[config.mk]
export PLATFORM = sky130hd
export DESIGN_NAME = byte_pattern_scanner
export DESIGN_NICKNAME = d
export VERILOG_FILES = /design/src/hw/rtl/bps_pkg.sv /design/src/hw/rtl/byte_pattern_scanner.sv
export SDC_FILE = /design/constraint.sdc
export NUM_CORES = 1
export LEC_CHECK = 0
export BUFFER_PORTS_ARGS = -buffer_cell sky130_fd_sc_hd__clkbuf_2
export CAP_MARGIN = 20
export CORE_MARGIN = 5
export CORE_UTILIZATION = 40
export CTS_CLUSTER_SIZE = 10
export DETAILED_ROUTE_END_ITERATION = 16
export MAX_ROUTING_LAYER = met4
export SYNTH_ARGS = -nofsm -noshare
export SYNTH_HDL_FRONTEND = slang
export SYNTH_SLANG_ARGS = --single-unit
export TNS_END_PERCENT = 100
[constraint.sdc]
create_clock -name clk -period 21.6 [get_ports clk]
set_input_delay 6.48 -clock clk [delete_from_list [all_inputs] [get_ports clk]]
set_output_delay 6.48 -clock clk [all_outputs]
set_load 0.01 [all_outputs]
[src/hw/rtl/bps_pkg.sv]
`timescale 1ns / 1ps

package bps_pkg;

  localparam int DATA_BITS       = 8;
  localparam int PATTERN_REG_BITS = 64;
  localparam int PATTERN_SLOTS   = 16;
  localparam int LENGTH_BITS     = 5;
  localparam int COUNT_BITS      = 16;
  localparam int CFG_INDEX_BITS  = 2;
  localparam int CFG_DATA_BITS   = PATTERN_REG_BITS;

  localparam logic [LENGTH_BITS-1:0] LENGTH_RESET      = 5'd1;
  localparam logic [COUNT_BITS-1:0]  MAX_MATCHES_RESET = 16'd1024;

  typedef enum logic [CFG_INDEX_BITS-1:0] {
    CFG_PATTERN_LOW    = 2'd0,
    CFG_PATTERN_HIGH   = 2'd1,
    CFG_PATTERN_LENGTH = 2'd2,
    CFG_MAX_MATCHES    = 2'd3
  } cfg_idx_t;

endpackage

[src/hw/rtl/byte_pattern_scanner.sv]
`timescale 1ns / 1ps
// A match or summary result is registered and appears on the output in the cycle after its input beat is accepted.
// Throughput: one input beat per cycle; the only back-pressure comes from a stalled,
// occupied output register.
// Reset (synchronous, rst_n low): configuration returns to its reset values, the window
// fill count and the match count clear, and the output register empties.

module byte_pattern_scanner #(
  parameter int MAX_PATTERN_BYTES = 16,
  parameter int ADDRESS_BITS      = 48
) (
  input  logic                                  clk,
  input  logic                                  rst_n,

  input  logic                                  cfg_wr_en,
  input  logic [bps_pkg::CFG_INDEX_BITS-1:0]    cfg_index,
  input  logic [bps_pkg::CFG_DATA_BITS-1:0]     cfg_wr_data,

  input  logic                                  in_valid,
  output logic                                  in_stall,
  input  logic [bps_pkg::DATA_BITS-1:0]         in_data_byte,
  input  logic [ADDRESS_BITS-1:0]               in_byte_address,
  input  logic                                  in_region_start,
  input  logic                                  in_end_of_scan,

  output logic                                  out_valid,
  input  logic                                  out_stall,
  output logic [ADDRESS_BITS-1:0]               out_match_address,
  output logic [bps_pkg::COUNT_BITS-1:0]        out_match_number,
  output logic                                  out_is_summary,
  output logic [bps_pkg::COUNT_BITS-1:0]        out_total_matches
);

  localparam int LW     = bps_pkg::LENGTH_BITS;
  localparam int CW     = bps_pkg::COUNT_BITS;
  localparam int DW     = bps_pkg::DATA_BITS;
  localparam int FILL_W = $clog2(MAX_PATTERN_BYTES + 1);

  localparam logic [LW-1:0]     MAX_LEN  = LW'(MAX_PATTERN_BYTES);
  localparam logic [FILL_W-1:0] FILL_MAX = FILL_W'(MAX_PATTERN_BYTES);

  // Configuration registers
  logic [bps_pkg::PATTERN_REG_BITS-1:0] pat_low_r;
  logic [bps_pkg::PATTERN_REG_BITS-1:0] pat_high_r;
  logic [LW-1:0]                        pat_len_r;
  logic [CW-1:0]                        max_matches_r;

  // Scan state
  logic [DW-1:0]     window_r   [MAX_PATTERN_BYTES];
  logic [DW-1:0]     window_nxt [MAX_PATTERN_BYTES];
  logic [FILL_W-1:0] fill_r, fill_nxt;
  logic [CW-1:0]     count_r, count_nxt;

  // Output register
  logic                    out_valid_r, out_valid_nxt;
  logic [ADDRESS_BITS-1:0] out_addr_r, out_addr_nxt;
  logic [CW-1:0]           out_num_r, out_num_nxt;
  logic                    out_sum_r, out_sum_nxt;
  logic [CW-1:0]           out_total_r, out_total_nxt;

  logic                    in_accept;
  logic                    out_free;
  logic [LW-1:0]           len_eff;
  logic [2*bps_pkg::PATTERN_REG_BITS-1:0] pat_all;
  logic [DW-1:0]           pat_byte [bps_pkg::PATTERN_SLOTS];
  logic [LW-1:0]           pat_sel  [MAX_PATTERN_BYTES];
  logic [MAX_PATTERN_BYTES-1:0] byte_ok;
  logic                    hit;
  logic                    report;
  logic [CW-1:0]           total;

  assign out_free  = !out_valid_r || !out_stall;
  assign in_stall  = !out_free;
  assign in_accept = in_valid && out_free;

  always_ff @(posedge clk) begin
    if (!rst_n) begin
      pat_low_r     <= '0;
      pat_high_r    <= '0;
      pat_len_r     <= bps_pkg::LENGTH_RESET;
      max_matches_r <= bps_pkg::MAX_MATCHES_RESET;
    end else if (cfg_wr_en) begin
      case (cfg_index)
        bps_pkg::CFG_PATTERN_LOW:    pat_low_r     <= cfg_wr_data;
        bps_pkg::CFG_PATTERN_HIGH:   pat_high_r    <= cfg_wr_data;
        bps_pkg::CFG_PATTERN_LENGTH: pat_len_r     <= cfg_wr_data[LW-1:0];
        bps_pkg::CFG_MAX_MATCHES:    max_matches_r <= cfg_wr_data[CW-1:0];
        default: ;
      endcase
    end
  end

  assign pat_all = {pat_high_r, pat_low_r};

  always_comb begin
    for (int i = 0; i < bps_pkg::PATTERN_SLOTS; i++) begin
      pat_byte[i] = pat_all[i*DW +: DW];
    end
  end

  // Lengths above the window depth compare the whole window.
  assign len_eff = (pat_len_r > MAX_LEN) ? MAX_LEN : pat_len_r;

  always_comb begin
    window_nxt[0] = in_data_byte;
    for (int j = 1; j < MAX_PATTERN_BYTES; j++) begin
      window_nxt[j] = window_r[j-1];
    end
    if (in_region_start) begin
      fill_nxt = FILL_W'(1);
    end else if (fill_r == FILL_MAX) begin
      fill_nxt = FILL_MAX;
    end else begin
      fill_nxt = fill_r + FILL_W'(1);
    end
  end

  // Window entry j holds the byte that lines up with pattern byte len - 1 - j.
  always_comb begin
    for (int j = 0; j < MAX_PATTERN_BYTES; j++) begin
      pat_sel[j] = len_eff - LW'(j) - LW'(1);
      byte_ok[j] = (LW'(j) >= len_eff) ||
                   (window_nxt[j] == pat_byte[pat_sel[j][LW-2:0]]);
    end
  end

  assign hit    = (len_eff != '0) && (LW'(fill_nxt) >= len_eff) && (&byte_ok);
  assign report = hit && (count_r < max_matches_r);
  assign total  = (count_r < max_matches_r) ? count_r : max_matches_r;

  always_comb begin
    count_nxt     = count_r;
    out_valid_nxt = out_valid_r && out_stall;
    out_addr_nxt  = out_addr_r;
    out_num_nxt   = out_num_r;
    out_sum_nxt   = out_sum_r;
    out_total_nxt = out_total_r;
    if (in_accept) begin
      if (in_end_of_scan) begin
        count_nxt     = '0;
        out_valid_nxt = 1'b1;
        out_addr_nxt  = '0;
        out_num_nxt   = '0;
        out_sum_nxt   = 1'b1;
        out_total_nxt = total;
      end else if (report) begin
        count_nxt     = count_r + CW'(1);
        out_valid_nxt = 1'b1;
        out_addr_nxt  = in_byte_address - ADDRESS_BITS'(len_eff - LW'(1));
        out_num_nxt   = count_r;
        out_sum_nxt   = 1'b0;
        out_total_nxt = '0;
      end
    end
  end

  always_ff @(posedge clk) begin
    if (!rst_n) begin
      fill_r      <= '0;
      count_r     <= '0;
      out_valid_r <= 1'b0;
    end else begin
      count_r     <= count_nxt;
      out_valid_r <= out_valid_nxt;
      if (in_accept) begin
        fill_r <= in_end_of_scan ? '0 : fill_nxt;
      end
    end
  end

  // Window bytes beyond the fill count are never compared, so they need no clearing.
  always_ff @(posedge clk) begin
    if (in_accept && !in_end_of_scan) begin
      for (int j = 0; j < MAX_PATTERN_BYTES; j++) begin
        window_r[j] <= window_nxt[j];
      end
    end
    out_addr_r  <= out_addr_nxt;
    out_num_r   <= out_num_nxt;
    out_sum_r   <= out_sum_nxt;
    out_total_r <= out_total_nxt;
  end

  assign out_valid         = out_valid_r;
  assign out_match_address = out_addr_r;
  assign out_match_number  = out_num_r;
  assign out_is_summary    = out_sum_r;
  assign out_total_matches = out_total_r;

endmodule

# --- After elaboration in Yosys (flattened, before gate mapping) ---
# Memory sizes are Yosys's and may differ from the RTL's.
# Index checks and enable logic that the tools add are counted.
classes:
  bitwise: 16
  eq_ne: 20
  n_lt_le_gt_ge: 35
  add_sub_neg: 34
  muxes: 65
  n_reduce_logical: 36
ops:
  columns: ["op", "count"]
  rows:
  - ["$bmux W8 S4", 16]
  - ["$mux W8", 32]
  - ["$eq A8 B8 Y1", 16]
  - ["$mux W16", 6]
  - ["$ge A5 B5 Y1 const B", 16]
  - ["$not A4 Y5", 16]
  - ["$sub A4 B1 Y4 const B", 16]
  - ["$mux W48", 1]
  - ["$sub A48 B48 Y48", 1]
  - ["$ge A4 B5 Y1 const A", 8]
  - ["$sub A4 B4 Y4 const B", 8]
  - ["$ge A3 B5 Y1 const A", 4]
  - ["$mux W5", 4]
  - ["$logic_or A1 B1 Y1", 17]
  - ["$add A16 B1 Y16 const B", 1]
  - ["$lt A16 B16 Y1", 1]
  - ["$reduce_and A16 Y1", 1]
  - ["$sub A4 B3 Y4 const B", 4]
  - ["$ge A1 B5 Y1 const A", 2]
  - ["$ge A2 B5 Y1 const A", 2]
  - ["$reduce_and A2 Y1", 5]
  - ["$sub A4 B2 Y4 const B", 2]
  - ["$logic_and A1 B1 Y1", 6]
  - ["$mux W1", 6]
  - ["other kinds (11)", 15]
totals:
  mem_count: 1
  inputBits: 129
  ramBits: 128
  out_inout_bits: 83
  ff_bits: 252
memory_table:
  columns: ["name", "words", "word_bits", "read_ports", "rd_clocked_by_memory_dff", "write_ports", "line_no", "text"]
  rows:
  - ["window_r", 16, 8, 15, 0, 16, "byte_pattern_scanner.sv:49", "logic [DW-1:0] window_r [MAX_PATTERN_BYTES];"]

# --- Logic depth before layout (Yosys ltp) ---
depth:
  depth_word: 16
  ltp_mapped: 23
  mapped_depth_nobuf: 19

# --- Worst setup path after synthesis ---
# OpenSTA, ideal clock, no wires.
synth_timing:
  path_kind: "input-to-output"
  from: "in out_stall"
  to: "out in_stall"
  t_required_ns: 15.120
  setup_slack_ns: 8.468
  path_buffers: 0
  cell_stages: 2
  arrival_ns: 6.652
  cell_sequence: "nand2_1 -> inv_1"
synth_via:
  elab_chain_cells: 3
synth_lines:
  columns: ["element", "line_no", "text"]
  rows:
  - ["start, declared", "byte_pattern_scanner.sv:27", "input logic out_stall,"]
  - ["$logic_not A1 Y1", "byte_pattern_scanner.sv:72", "assign out_free = !out_valid_r || !out_stall;"]
  - ["$logic_or A1 B1 Y1", "byte_pattern_scanner.sv:72", null]
  - ["$logic_not A1 Y1", "byte_pattern_scanner.sv:73", "assign in_stall = !out_free;"]
  - ["end, declared", "byte_pattern_scanner.sv:20", "output logic in_stall,"]
# Every way passes these cells.

# --- Worst setup path after layout ---
# Same ends and word-level chain as after synthesis.

==> impl_metrics.csv <==
group,metric,value,unit
worst_setup_path,cp_data_required_time,15120,ps
yosys,synth_area,26700,sq um
yosys,synth.top_cells.by_area,"edfxtp_1 (23%), dfxtp_1 (13%), mux2i_1 (12%)",
worst_setup_path,critical_path.top_delay_family,"buffers and inverters",
timing,layout_min_cycle_time,13330,ps
layout,drive_gt1_frac,0.152,
global_route,antenna_found_initial,0,
timing,worstMarginPinSlew,1340,ps
worst_setup_path,slowest_delay,120,ps
floorplanning,die-area,72100,sq um
clock_network,path_clk_slew,60,ps
timing,finalSetupViolations,0,
global_route,grt_first_pass_wirelength,153000,microns
timing,rsz0062_at_grt,"no",
yosys,syn_nets,3020,
worst_setup_path,crit-reg2reg-launch,"pat_len_r[4]",
drt,num_vias,23698,
power_and_ir_drop,powerDensity,67.8,nW/um^2
drt,wl,106000,microns
clock_network,cts_hold_buf,0,
floorplanning,initial_core_util,0.405,
clock_network,cts_setup_buffers,0,
worst_setup_path,crit_path_end_kind,"output pin",
worst_setup_path,crit_path_top_delay_cell,"clkbuf_2",
timing,finalHoldViolCount,0,
layout,multi_input_area,16200,sq um
timing,slew_viol_final,0,
yosys,synth.largest_area_cell,"edfxtp_1",
clock_network,cts_tree,"done",
yosys,ys_types,92,
worst_setup_path,setup.worst_path.end,"in_stall",
yosys,synthArstFlopShare,0,
clock_network,cts_sinks,372,
floorplanning,fp.dieH,269,microns
power_and_ir_drop,total_power,2.02,mW
global_route,grt_max_degree,125,
yosys,synth_edf_count,201,
clock_network,cts_resized,0,
floorplanning,ioPinCount,212,
yosys,ys_ff_latch,372,
layout,area_growth,11.6,%
worst_setup_path,critical_path.most_common_cell,"clkbuf_2",
clock_network,cts_root_buf,"clkbuf_16",
global_route,gr-usage-all-layers,0.291,
worst_setup_path,path_max_fanout,5,
worst_setup_path,cp.arrival,6850,ps
timing,setup_tns,0,ps
timing,timing.fmax,0.0750,GHz
global_route,grt_overflow,0,
floorplanning,die_w,269,microns
outcome,outcome,"complete, no violations",
timing,relSlewSlack,0.108,
worst_setup_path,path_cells,"clkbuf_2 > nand2_1 > inv_1 > clkbuf_2",
worst_hold_path,whs_path_depth,0,
place,place.detailed.hpwl,79700,microns
drt,drt-pass1-iter-count,6,
place,portBuffers,211,
drt,first_iter_violations,2876,
yosys,postSynthAreaPerCell,9.52,sq um
worst_setup_path,r2r-end,"out_match_address[10]",
worst_setup_path,cp.depth,4,
worst_setup_path,reg2reg_slack,13320,ps
clock_network,cts.path.max_buffers,3,
drt,drc,0,
yosys,synth_top_area_frac,0.226,
drt,vias_per_cell,6.19,
timing,period_share,0.617,
layout,regArea,9460,sq um
drt,ant_nets,0,
floorplanning,rows,94,
worst_hold_path,holdCritPathClass,"flip-flop to flip-flop",
place,gp_congestion,1.05,
worst_setup_path,startpoint_type,"input port",
global_route,grt_pass1_vias,22138,
layout,fin_nets,3147,
clock_network,clkLatencyLatePin,630,ps
timing,fin_worst_skew,55.6,ps
yosys,ys_warn_count,0,
power_and_ir_drop,p_leak,11.6,nW
drt,wl_per_cell,27.8,microns
layout,fillers,6414,
worst_setup_path,r2r_cells,15,
yosys,netlist_instances,2809,
worst_setup_path,path_buf_inv,3,
clock_network,cts_buffers,46,
clock_network,htree_levels,2,
worst_setup_path,crit_start,"out_stall",
power_and_ir_drop,peakVddDrop,0.0000584,V
yosys,ys.flop_type,"edfxtp_1",
job,drv_cap,0,
yosys,synth-seq-area-share,0.354,
worst_setup_path,crit_type,"input port to output pin",
floorplanning,core_area,66100,sq um
worst register-to-register path: stages, from the launching register on:
cell	delay, ps
dfxtp_2	720
nand2b_4	280
buf_4	580
buf_4	830
mux2i_1	660
mux2i_1	210
a22o_1	270
a221oi_1	1020
xor2_1	240
nand4_1	130
o41ai_1	660
nand4_1	360
nor4_4	550
nor2_1	320
clkinv_2	310
buf_4	680
cells in the final DEF, fill, tap and decap left out, types with 9 or more instances in the layout:
cell       instances
a211oi_1          21
mux4_2            54
mux2i_1          326
a22o_1             9
clkbuf_2         210
or3_1             12
o21ai_0           75
xor2_1            65
and2_1            13
nor3b_1           15
and3_1            19
a22oi_1           42
inv_1             42
nand3_1           32
a21oi_1          101
o31ai_1            9
o211ai_1          37
a21boi_0         149
buf_4             58
ha_1              81
o2111ai_1         13
mux2_2            29
xnor2_1          106
a221oi_1          16
clkbuf_16         46
dfxtp_1          169
nand2b_1          25
o22ai_1           36
clkbuf_1          15
nor3_1            31
nor2b_1           65
nor2_1           125
a21o_1            46
and3b_1           10
edfxtp_1         201
o21a_1            18
nand2_1          444
nand4_1           30
synthesized netlist by cell type (all sizes together), types with 18 or more instances:
cell type  instances
mux2i            331
nor2b             65
a21o              46
nand3             32
a22oi             42
o211ai            38
mux2              31
xnor2            108
o22ai             36
xor2              65
and3              20
nand2            445
clkbuf           108
inv               49
edfxtp           201
nor3              31
a21boi           150
nand2b            27
nor2             129
ha                81
a211oi            21
o21a              18
nand4             30
o21ai             79
dfxtp            171
a21oi            103
mux4              54
buf               81
power breakdown:
part / internal (mW) / leakage [nW] / total [mW] / switching (mW)
clock: 0.412 / 0.663 / 0.732 / 0.320
combinational: 0.180 / 7.70 / 0.481 / 0.301
sequential: 0.781 / 3.28 / 0.810 / 0.0288
area by class of cell:
| cell class | instances | share of cell area |
|---|---|---|
| flip-flops and latches | 372 | 0.317 |
| well taps | 864 | 0.0362 |
| clock buffers | 63 | 0.0414 |
| diodes | 1 | 0.0000839 |
| clock inverters | 11 | 0.00449 |
| inverters | 50 | 0.00658 |
| repair buffers | 268 | 0.0498 |
| multi-input cells | 2198 | 0.544 |
cell families after synthesis:
family,count (synthesis),share of synthesized area
and+or+nand+nor,858,0.149
AOI/OAI and AO/OA,669,0.176
muxes,416,0.184
DFF,372,0.354
buffers and inverters,239,0.0411
xor gates and xnor gates,173,0.0576
adders and majority gates,82,0.0386
sequential cells by signal, summed over array words and instances (netlist names):
name / cells
pat_low_r: 64
fill_r: 5
out_match_number: 16
count_r: 16
out_total_matches: 16
pat_high_r: 64
out_match_address: 48
window_r: 120
out_is_summary: 1
out_valid: 1
pat_len_r: 5
max_matches_r: 16
how the worst min path moves through the flow:
| stage | from | to | slack [ps] |
|---|---|---|---|
| global placement | window_r[0][46] | window_r[0][54] | 450 |
| global route | window_r[0][25] | window_r[0][33] | 460 |
| floorplan | window_r[0][4] | window_r[0][12] | 440 |
| CTS | window_r[0][25] | window_r[0][33] | 450 |
| finish | window_r[0][25] | window_r[0][33] | 450 |
| detailed placement | window_r[0][54] | window_r[0][62] | 460 |
stage by stage:
step                      cells   util  hold WS (ps)  area, sq um  worst slack (ps)
after detailed placement   3751  0.431           458        28500              8270
after floorplan            2809      -           436        26700              8470
after global placement     3751  0.431           449        28500              8250
final                      3827  0.452           449        29800              8270
after global routing       3826  0.451           463        29800              8230
after CTS                  3825  0.451           449        29800              8270
routing by layer:
layer  track usage  up-vias  routed length (microns)
met5             -        -                        0
li1              -    10630                        -
met3        0.0412      251                     9020
met4         0.129        0                     6140
met1         0.390    11567                    44300
met2         0.442     1250                    46800
Note: power is estimated with default switching activity, not from simulation.
